**src/hw/rtl/rrcd_pkg.sv**
```systemverilog
package rrcd_pkg;

  localparam logic [1:0] REG_FORMAT_MODE   = 2'd0;
  localparam logic [1:0] REG_DEFAULT_BYTES = 2'd1;
  localparam logic [1:0] REG_COLUMNS       = 2'd2;

  localparam logic [1:0] FMT_UNCOMPRESSED = 2'd0;
  localparam logic [1:0] FMT_OLD_RLE      = 2'd1;
  localparam logic [1:0] FMT_NEW_HEADER   = 2'd2;

  localparam logic [7:0] SIGN_BIT = 8'o200;
  localparam logic [7:0] MAG_MASK = 8'o177;
  localparam int unsigned BYTE_BITS = 8;

  typedef struct packed {
    logic [7:0]  data_byte;
    logic        row_start;
    logic [17:0] row_length;
  } in_beat_t;

  typedef struct packed {
    logic signed [31:0] cell_value;
    logic [7:0]         repeat_count;
    logic               end_of_row;
    logic               bad_width;
  } out_beat_t;

  typedef struct packed {
    logic [1:0]  format_mode;
    logic [2:0]  default_value_bytes;
    logic [15:0] columns;
  } cfg_t;

  typedef struct packed {
    logic        run_mode;
    logic [2:0]  value_bytes;
    logic [2:0]  byte_index;
    logic [31:0] value_accumulator;
    logic        negative_flag;
    logic [7:0]  run_repeat;
    logic [17:0] bytes_left;
  } state_t;

  typedef struct packed {
    logic      emit;
    out_beat_t beat;
  } step_t;

endpackage

```
**src/hw/rtl/raster_row_rle_cell_decoder.sv**
```systemverilog
// Channel  Direction  Handshake              Payload
// cfg      in         cfg_valid / cfg_ready  cfg_index, cfg_data
// in       in         in_valid / in_ready    in_data (one stored row byte)
// out      out        out_valid / out_ready  out_data (value, count, flags)
// One byte is taken per cycle unless the output stalls; its result is registered in out_data.
// The decode of a byte is a single pass of logic from the state registers to the result register.
// A held result stalls input only while out_ready is low; otherwise it is replaced in the same cycle.
// Synchronous reset clears the row state and the result register's valid flag.
// Configuration writes are always taken and apply to the next byte.
module raster_row_rle_cell_decoder
  import rrcd_pkg::*;
(
  input  logic      clk,
  input  logic      rst,
  input  logic      cfg_valid,
  output logic      cfg_ready,
  input  logic [1:0]  cfg_index,
  input  logic [15:0] cfg_data,
  input  logic      in_valid,
  output logic      in_ready,
  input  in_beat_t  in_data,
  output logic      out_valid,
  input  logic      out_ready,
  output out_beat_t out_data
);

  cfg_t   cfg;
  state_t st;
  state_t st_next;
  step_t  step;
  logic   accept;

  assign cfg_ready = 1'b1;
  assign in_ready  = !out_valid || out_ready;
  assign accept    = in_valid && in_ready;

  rrcd_step u_step (
    .cfg  (cfg),
    .st   (st),
    .beat (in_data),
    .nxt  (st_next),
    .res  (step)
  );

  always_ff @(posedge clk) begin
    if (rst) begin
      cfg.format_mode         <= FMT_UNCOMPRESSED;
      cfg.default_value_bytes <= 3'd1;
      cfg.columns             <= 16'd1;
    end else if (cfg_valid) begin
      case (cfg_index)
        REG_FORMAT_MODE:   cfg.format_mode         <= cfg_data[1:0];
        REG_DEFAULT_BYTES: cfg.default_value_bytes <= cfg_data[2:0];
        REG_COLUMNS:       cfg.columns             <= cfg_data;
        default: ;
      endcase
    end
  end

  always_ff @(posedge clk) begin
    if (rst) begin
      st.run_mode          <= 1'b0;
      st.value_bytes       <= 3'd1;
      st.byte_index        <= '0;
      st.value_accumulator <= '0;
      st.negative_flag     <= 1'b0;
      st.run_repeat        <= '0;
      st.bytes_left        <= '0;
    end else if (accept) begin
      st <= st_next;
    end
  end

  always_ff @(posedge clk) begin
    if (rst) begin
      out_valid <= 1'b0;
    end else if (accept && step.emit) begin
      out_valid <= 1'b1;
    end else if (out_ready) begin
      out_valid <= 1'b0;
    end
  end

  always_ff @(posedge clk) begin
    if (accept && step.emit) begin
      out_data <= step.beat;
    end
  end

endmodule

```
**src/hw/rtl/rrcd_step.sv**
```systemverilog
module rrcd_step
  import rrcd_pkg::*;
(
  input  cfg_t     cfg,
  input  state_t   st,
  input  in_beat_t beat,
  output state_t   nxt,
  output step_t    res
);

  function automatic logic [2:0] clamp_width(input logic [2:0] w);
    logic [2:0] r;
    r = w;
    if (w == 3'd0) begin
      r = 3'd1;
    end else if (w > 3'd4) begin
      r = 3'd4;
    end
    return r;
  endfunction

  logic        go;
  logic        header_bad;
  logic [18:0] cell_bytes;
  logic [2:0]  index_inc;
  logic [3:0]  tuple_len;
  logic [7:0]  b;

  assign b          = beat.data_byte;
  assign header_bad = (b == 8'd0) || (b > 8'd4);
  assign cell_bytes = 19'(b[2:0]) * 19'(cfg.columns);

  always_comb begin
    nxt       = st;
    res       = '0;
    go        = 1'b1;
    index_inc = '0;
    tuple_len = '0;
    if (beat.row_start) begin
      nxt.bytes_left        = beat.row_length;
      nxt.byte_index        = '0;
      nxt.value_accumulator = '0;
      nxt.negative_flag     = 1'b0;
      nxt.run_repeat        = '0;
      if (beat.row_length == '0) begin
        nxt.run_mode    = 1'b0;
        nxt.value_bytes = clamp_width(cfg.default_value_bytes);
        go              = 1'b0;
      end else if (cfg.format_mode == FMT_NEW_HEADER) begin
        go = 1'b0;
        if (header_bad) begin
          nxt.value_bytes = '0;
          nxt.run_mode    = 1'b0;
        end else begin
          nxt.value_bytes = b[2:0];
          nxt.run_mode    = {1'b0, beat.row_length - 18'd1} < cell_bytes;
        end
        nxt.bytes_left = beat.row_length - 18'd1;
        if (header_bad && nxt.bytes_left == '0) begin
          res.emit            = 1'b1;
          res.beat.end_of_row = 1'b1;
          res.beat.bad_width  = 1'b1;
        end
      end else begin
        nxt.value_bytes = clamp_width(cfg.default_value_bytes);
        nxt.run_mode    = (cfg.format_mode == FMT_OLD_RLE);
      end
    end else if (st.bytes_left == '0) begin
      go = 1'b0;
    end

    if (go) begin
      nxt.bytes_left = nxt.bytes_left - 18'd1;
      if (nxt.value_bytes == '0) begin
        if (nxt.bytes_left == '0) begin
          res.emit            = 1'b1;
          res.beat.end_of_row = 1'b1;
          res.beat.bad_width  = 1'b1;
        end
      end else begin
        if (nxt.run_mode && nxt.byte_index == '0) begin
          nxt.run_repeat = b;
        end else if (nxt.byte_index == {2'b0, nxt.run_mode}) begin
          if (nxt.value_bytes == 3'd4 && (b & SIGN_BIT) != '0) begin
            nxt.negative_flag     = 1'b1;
            nxt.value_accumulator = {24'd0, b & MAG_MASK};
          end else begin
            nxt.negative_flag     = 1'b0;
            nxt.value_accumulator = {24'd0, b};
          end
        end else begin
          nxt.value_accumulator = {nxt.value_accumulator[31-BYTE_BITS:0], b};
        end
        index_inc      = nxt.byte_index + 3'd1;
        nxt.byte_index = index_inc;
        tuple_len      = {1'b0, nxt.value_bytes} + {3'b0, nxt.run_mode};
        if ({1'b0, index_inc} >= tuple_len) begin
          res.emit              = 1'b1;
          res.beat.cell_value   = nxt.negative_flag ? -$signed(nxt.value_accumulator)
                                                    : $signed(nxt.value_accumulator);
          res.beat.repeat_count = nxt.run_mode ? nxt.run_repeat : 8'd1;
          res.beat.end_of_row   = (nxt.bytes_left == '0);
          res.beat.bad_width    = 1'b0;
          nxt.byte_index        = '0;
        end
      end
    end
  end

endmodule

```
**config.mk**
```make
export PLATFORM = sky130hd
export DESIGN_NAME = raster_row_rle_cell_decoder
export DESIGN_NICKNAME = d
export VERILOG_FILES = /design/src/hw/rtl/rrcd_pkg.sv /design/src/hw/rtl/raster_row_rle_cell_decoder.sv /design/src/hw/rtl/rrcd_step.sv
export SDC_FILE = /design/constraint.sdc
export NUM_CORES = 1
export LEC_CHECK = 0
export BUFFER_PORTS_ARGS = -buffer_cell sky130_fd_sc_hd__buf_2
export CAP_MARGIN = 10
export CORE_ASPECT_RATIO = 1.4
export CORE_MARGIN = 3
export CORE_UTILIZATION = 45
export DETAILED_ROUTE_END_ITERATION = 10
export PLACE_DENSITY = 0.72
export SYNTH_ARGS = -nofsm -noshare
export SYNTH_HDL_FRONTEND = slang
export SYNTH_SLANG_ARGS = --single-unit
```
**constraint.sdc**
```tcl
create_clock -name clk -period 29 [get_ports clk]
set_clock_uncertainty 0.15 [all_clocks]
set_input_delay 7.25 -clock clk [delete_from_list [all_inputs] [get_ports clk]]
set_output_delay 7.25 -clock clk [all_outputs]
set_load 0.03 [all_outputs]
```
======== After elaboration in Yosys (flattened, before gate mapping) ========
Cells that the tools add are included.
cells by class
  add/sub/neg operators ................... 5
  $mul .................................... 1
  order comparisons ....................... 4
  eq/ne operators ......................... 6
  muxes and demuxes ....................... 41
  bitwise gates (word level) .............. 3
  reduce and logical (&&, ||, !) cells .... 23
operators with widths
  kind                                                                             count
  33-bit 2-to-1 mux                                                                3
  43-bit 2-to-1 mux                                                                2
  18-bit logical NOT                                                               4
  66-bit 2-to-1 mux                                                                1
  32-bit 2-to-1 mux                                                                2
  62-bit 2-to-1 mux                                                                1
  44-bit 2-to-1 mux                                                                1
  40-bit 2-to-1 mux                                                                1
  18-bit 2-to-1 mux                                                                2
  18-bit by 1-bit subtractor with 18-bit output, second input constant             2
  32-bit negation                                                                  1
  18-bit by 19-bit less-than comparator with 1-bit output                          1
  3-bit by 16-bit multiplier with 19-bit output                                    1
  8-bit 2-to-1 mux                                                                 2
  1-bit 2-to-1 mux                                                                 13
  2-bit 2-to-1 mux                                                                 6
  4-bit 2-to-1 mux                                                                 3
  3-bit logical NOT                                                                3
  3-bit 2-to-1 mux                                                                 3
  9-bit 2-to-1 mux                                                                 1
  8-bit by 3-bit greater-than comparator with 1-bit output, second input constant  1
  8-bit logical NOT                                                                1
  2-bit AND reduction                                                              3
  1-bit logical AND                                                                5
  other kinds (15)                                                                 20
storage, ports and cells
  register bits ........................... 130
  bits of input ports ..................... 50
  output and inout bits ................... 45
  logic and storage cells ................. 99

======== Longest topological paths before layout ========
  depth after elaboration ................. 20
  mapped depth ............................ 35
  depth with buffers taken out ............ 32

======== By module ========
Synthesis repeated with hierarchy kept, for this count alone.
second synthesis, totals
  cell total of the unflattened synthesis .. 1477
  area total of the unflattened synthesis .. 11611.1 um^2
modules (own cells, without submodules)
  module                       times used  cells each  area an instance (um^2)  seq. area each (um^2)
  rrcd_step                    1           1037        6553.8                   0.0
  raster_row_rle_cell_decoder  1           440         5057.4                   3022.9

======== Least setup slack after synthesis ========
No wires, ideal clock.
  path type ............................... input port to flip-flop
  start point ............................. input in_data[21] (netlist name)
  end point ............................... register out_data[0] (netlist name), enable pin
  library setup time ...................... 0.455 ns
  data arrival time ....................... 15.403 ns
  required time ........................... 28.395 ns
  slack ................................... 12.992 ns
  stages .................................. 32
  buffers on the path ..................... 4
  path through ............................ clkbuf_1 > buf_1 > nand2_1 > fa_1 > inv_1 > ha_1 > a21oi_1 > o21bai_1 > a21oi_1 > o21bai_1 > a41o_1 > or4_1 > a31o_2 > a21oi_1 > xor2_1 > ha_1 > a2111oi_0 > o21ai_0 > nor2_1 > o211ai_1 > o211a_2 > nor2_2 > clkbuf_1 > ha_1 > ha_1 > xor2_1 > ha_1 > nor2b_1 > o21ai_0 > nand2b_1 > clkbuf_1 > a21oi_1
RTL lines
  item                  RTL line                           source
  from (decl)           raster_row_rle_cell_decoder.sv:21  input in_beat_t in_data,
  to (signal assigned)  raster_row_rle_cell_decoder.sv:86  out_data <= step.beat;
  to (decl)             raster_row_rle_cell_decoder.sv:24  output out_beat_t out_data

======== Worst setup path in the final report ========
  start point ............................. input out_ready
  end point ............................... output in_ready
between the ends
  cells in the longest elaborated chain, start to end .. 1
ends and longest elaborated chain
  item              RTL line                           source
  from (decl)       raster_row_rle_cell_decoder.sv:23  input logic out_ready,
  1-bit logical OR  raster_row_rle_cell_decoder.sv:34  assign in_ready = !out_valid || out_ready;
  to (decl)         raster_row_rle_cell_decoder.sv:20  output logic in_ready,
No other way between the ends.

==> qor.csv <==
stage,metric,value,unit
placement,hpwl dp,21300,um
detailed_routing,DRC,0,
detailed_routing,Detailed Route Iter0 Violations,1113,
floorplanning,Die Y,185,um
final_layout,fillers,2153,
pwr,Worst VDD drop,0.0000391,V
floorplanning,Initial Utilization,46.3,%
synth,"EDFF count, synth",42,
cts,CTS tree,yes,
synth,Post-Syn Instances,1282,
final_layout,antenna diode count,0,
floorplanning,row count,64,
synth,"top cells by count, synth","180 x nor2_1, 144 x nand2_1, 88 x dfxtp_1",
cts,clock buffer count from CTS,17,
placement,placed instance count,1603,
pwr,P per Cell Area,47.4,nW/um^2
cts,hold_buf cts,0,
sta,Slew Limit Fails,0,
final_layout,final net count,1437,
detailed_routing,Antenna Nets Post-Route,0,
synth,largest family of logic cells by synthesized area,simple AND/OR/NAND/NOR gates,
synth,"Cell Area, Synth",10300,sq um
sta,FMAX,66.2,MHz
detailed_routing,TritonRoute pass-1 iters,6,
grt,global-route wire length before repair,46900,um
synth,syn_nets,1394,
synth,Syn. warnings,0,
sta,Post-Route Setup TNS,0,ns
floorplanning,area of the die,24700,sq um
flow_run,max_cap viols,0,
synth,"Top FF cell, synth",dfxtp_1,
grt,total global routing overflow,0,
critical_path,CP Launch Type,input port,
placement,placed instance area,10900,sq um
sta,post-route minimum period,15.11,ns
pwr,leakage power,4.51,nW
critical_path,Setup CP Type,in2out,
detailed_routing,via count,9925,
grt,largest net degree at the start of global routing,89,
cts,Resized Gates After CTS,0,
final_layout,share of cells above drive strength 1,13.8,%
critical_path,Worst Path Required,21.60,ns
detailed_routing,Vias/cell,6.07,
sta,Slew headroom,26.0,%
synth,"area leader, netlist",dfxtp_1,
cts,Sink Count,130,
floorplanning,Die X-Extent,134,um
final_layout,"Area growth, synth to finish",11.9,%
sta,Tightest Pin Transition,1.11,ns
synth,synth top area cells,"dfxtp_1 17%, edfxtp_1 12%, nor2_1 6.6%",
synth,Post-Synth Adder-Cell Area,8.64,%
synth,asr flop ratio synth,0,%
placement,IO Port Bufs,93,
cts,H-tree depth,4,
critical_path,Setup crit end kind,output port,
grt,vias in the first global route,9475,
sta,crit share post-route,52.1,%
cts,register clock-pin slew on the reported worst setup and hold paths,0.06,ns
sta,"Hold Vio Cnt, Final",0,
synth,Yosys top cell area share,17.1,%
critical_path,largest fanout on the critical path,4,
cts,Worst-Skew Late Latency,0.43,ns
final_layout,"Cell Count, Final, Fillers Out",1635,
status,outcome,completed,
cts,post-CTS setup buffers,0,
sta,RSZ-0062 raised after global routing,false,
synth,syn_area_per_cell,8.02,sq um
cts,maximum clock path buffer count,2,
floorplanning,Core Footprint,22200,sq um
floorplanning,I/O pin count,95,
synth,Synth Area in XOR/XNOR,6.39,%
grt,GR Util All Layers,23.2,%
synth,post-synthesis mux area share,0.804,%
synth,most frequent cell after synthesis,nor2_1,
final_layout,utilization after layout,51.8,%
synth,sequential share of the synthesized area,29.4,%
detailed_routing,WL/cell,17.8,um
synth,Compound-Gate Fraction of Synth Area,24.3,%
grt,initial antenna violation count,0,
synth,#FFs+latches synth,130,
final_layout,design area,11500,sq um
detailed_routing,DRT Wirelength,29200,um
worst_hold_path,Worst Hold Class,reg2reg,
synth,Netlist cell types,110,
critical_path,CP arrival,7.71,ns
placement,Final GP Congestion,0.921,
sta,final setup fails,0,
synth,simple-gate share of the synthesized area,25.1,%
cts,root buffer cell,clkbuf_16,
-- placed cells by master (no fill, tap or decap), types with 5 or more instances in the layout --
cell	Yosys	final
a211o_1	5	5
a211oi_1	24	24
a21o_1	13	13
a21oi_1	78	77
a22o_1	12	12
a22oi_1	48	48
a31oi_1	18	18
a41oi_1	5	5
and2_1	15	15
and3_1	16	16
buf_2	14	93
buf_4	1	9
clkbuf_16	0	17
dfxtp_1	88	88
edfxtp_1	42	42
fa_1	15	15
ha_1	47	47
inv_1	56	56
mux2i_1	6	6
nand2_1	144	144
nand2b_1	15	15
nand3_1	30	30
nand3b_1	7	7
nand4_1	11	11
nor2_1	180	180
nor2b_1	8	8
nor3_1	31	30
nor4_1	12	12
o2111ai_1	6	6
o211ai_1	7	7
o21a_1	6	6
o21ai_0	41	41
o21ai_1	7	6
o31a_1	5	5
o31ai_1	8	8
or2_2	6	6
or3_1	16	16
or4_1	5	5
xnor2_1	46	46
xor2_1	29	29
-- where the power goes --
group | switching (mW) | internal (mW) | leakage, nW
Sequential | 0.00653 | 0.199 | 1.13
Combinational | 0.0725 | 0.0331 | 3.07
Clock | 0.0883 | 0.145 | 0.300
Total | 0.167 | 0.378 | 4.51
-- state kept, by name, summed over array words and instances (netlist names) --
name	count
st	66
cfg	21
out_valid	1
out_data	42
-- final cells by class --
type	count	area (sq um)	area share (%)
Tap cell	297	372	3.23
Clock inverter	15	206	1.80
Timing Repair Buffer	102	533	4.64
Multi-Input combinational cell	1017	6720	58.5
Inverter	57	214	1.86
Sequential cell	130	3020	26.3
Clock buffer	17	425	3.70
-- metrics by stage --
step	hold WS, ns	power, mW	setup WS [ns]
final	0.313	0.545	13.89
after global routing	0.337	0.566	13.56
after CTS	0.314	0.547	13.88
after detailed placement	0.301	0.314	13.78
after global placement	0.288	0.312	13.91
after floorplan	0.277	0.285	12.99
-- kinds of logic (layout without fill, tap and decap cells) --
| family | count (synthesis) | count (layout) |
|---|---|---|
| simple gates | 527 | 527 |
| other cells | 1 | 1 |
| compound gates | 344 | 344 |
| mux | 8 | 8 |
| flops | 130 | 130 |
| fa+ha+maj | 62 | 62 |
| buf+inv | 135 | 191 |
| xor+xnor | 75 | 75 |
-- final timing paths --
path	start	end	slack, ns	cells after the start
worst min register to register	st[62]	st[62]	0.31	1
worst max register to register	cfg[1]	out_data[10]	21.08	31
worst max-delay path	out_ready	in_ready	13.89	3
worst min-delay path	st[62]	st[62]	0.31	1
-- critical path: stages --
cell and delay, ns:
buf_2 0.09, nand2b_1 0.17, buf_2 0.20
-- per-layer routing --
metal  up-vias  routed length [um]  track usage, %
met5         -                   0               0
met4         0                1380            12.2
met3       110                1600            3.64
met2       435               14700            40.9
met1      4649               11500            27.1
li1       4731                   -               -
(Power assumes the default switching activity.)
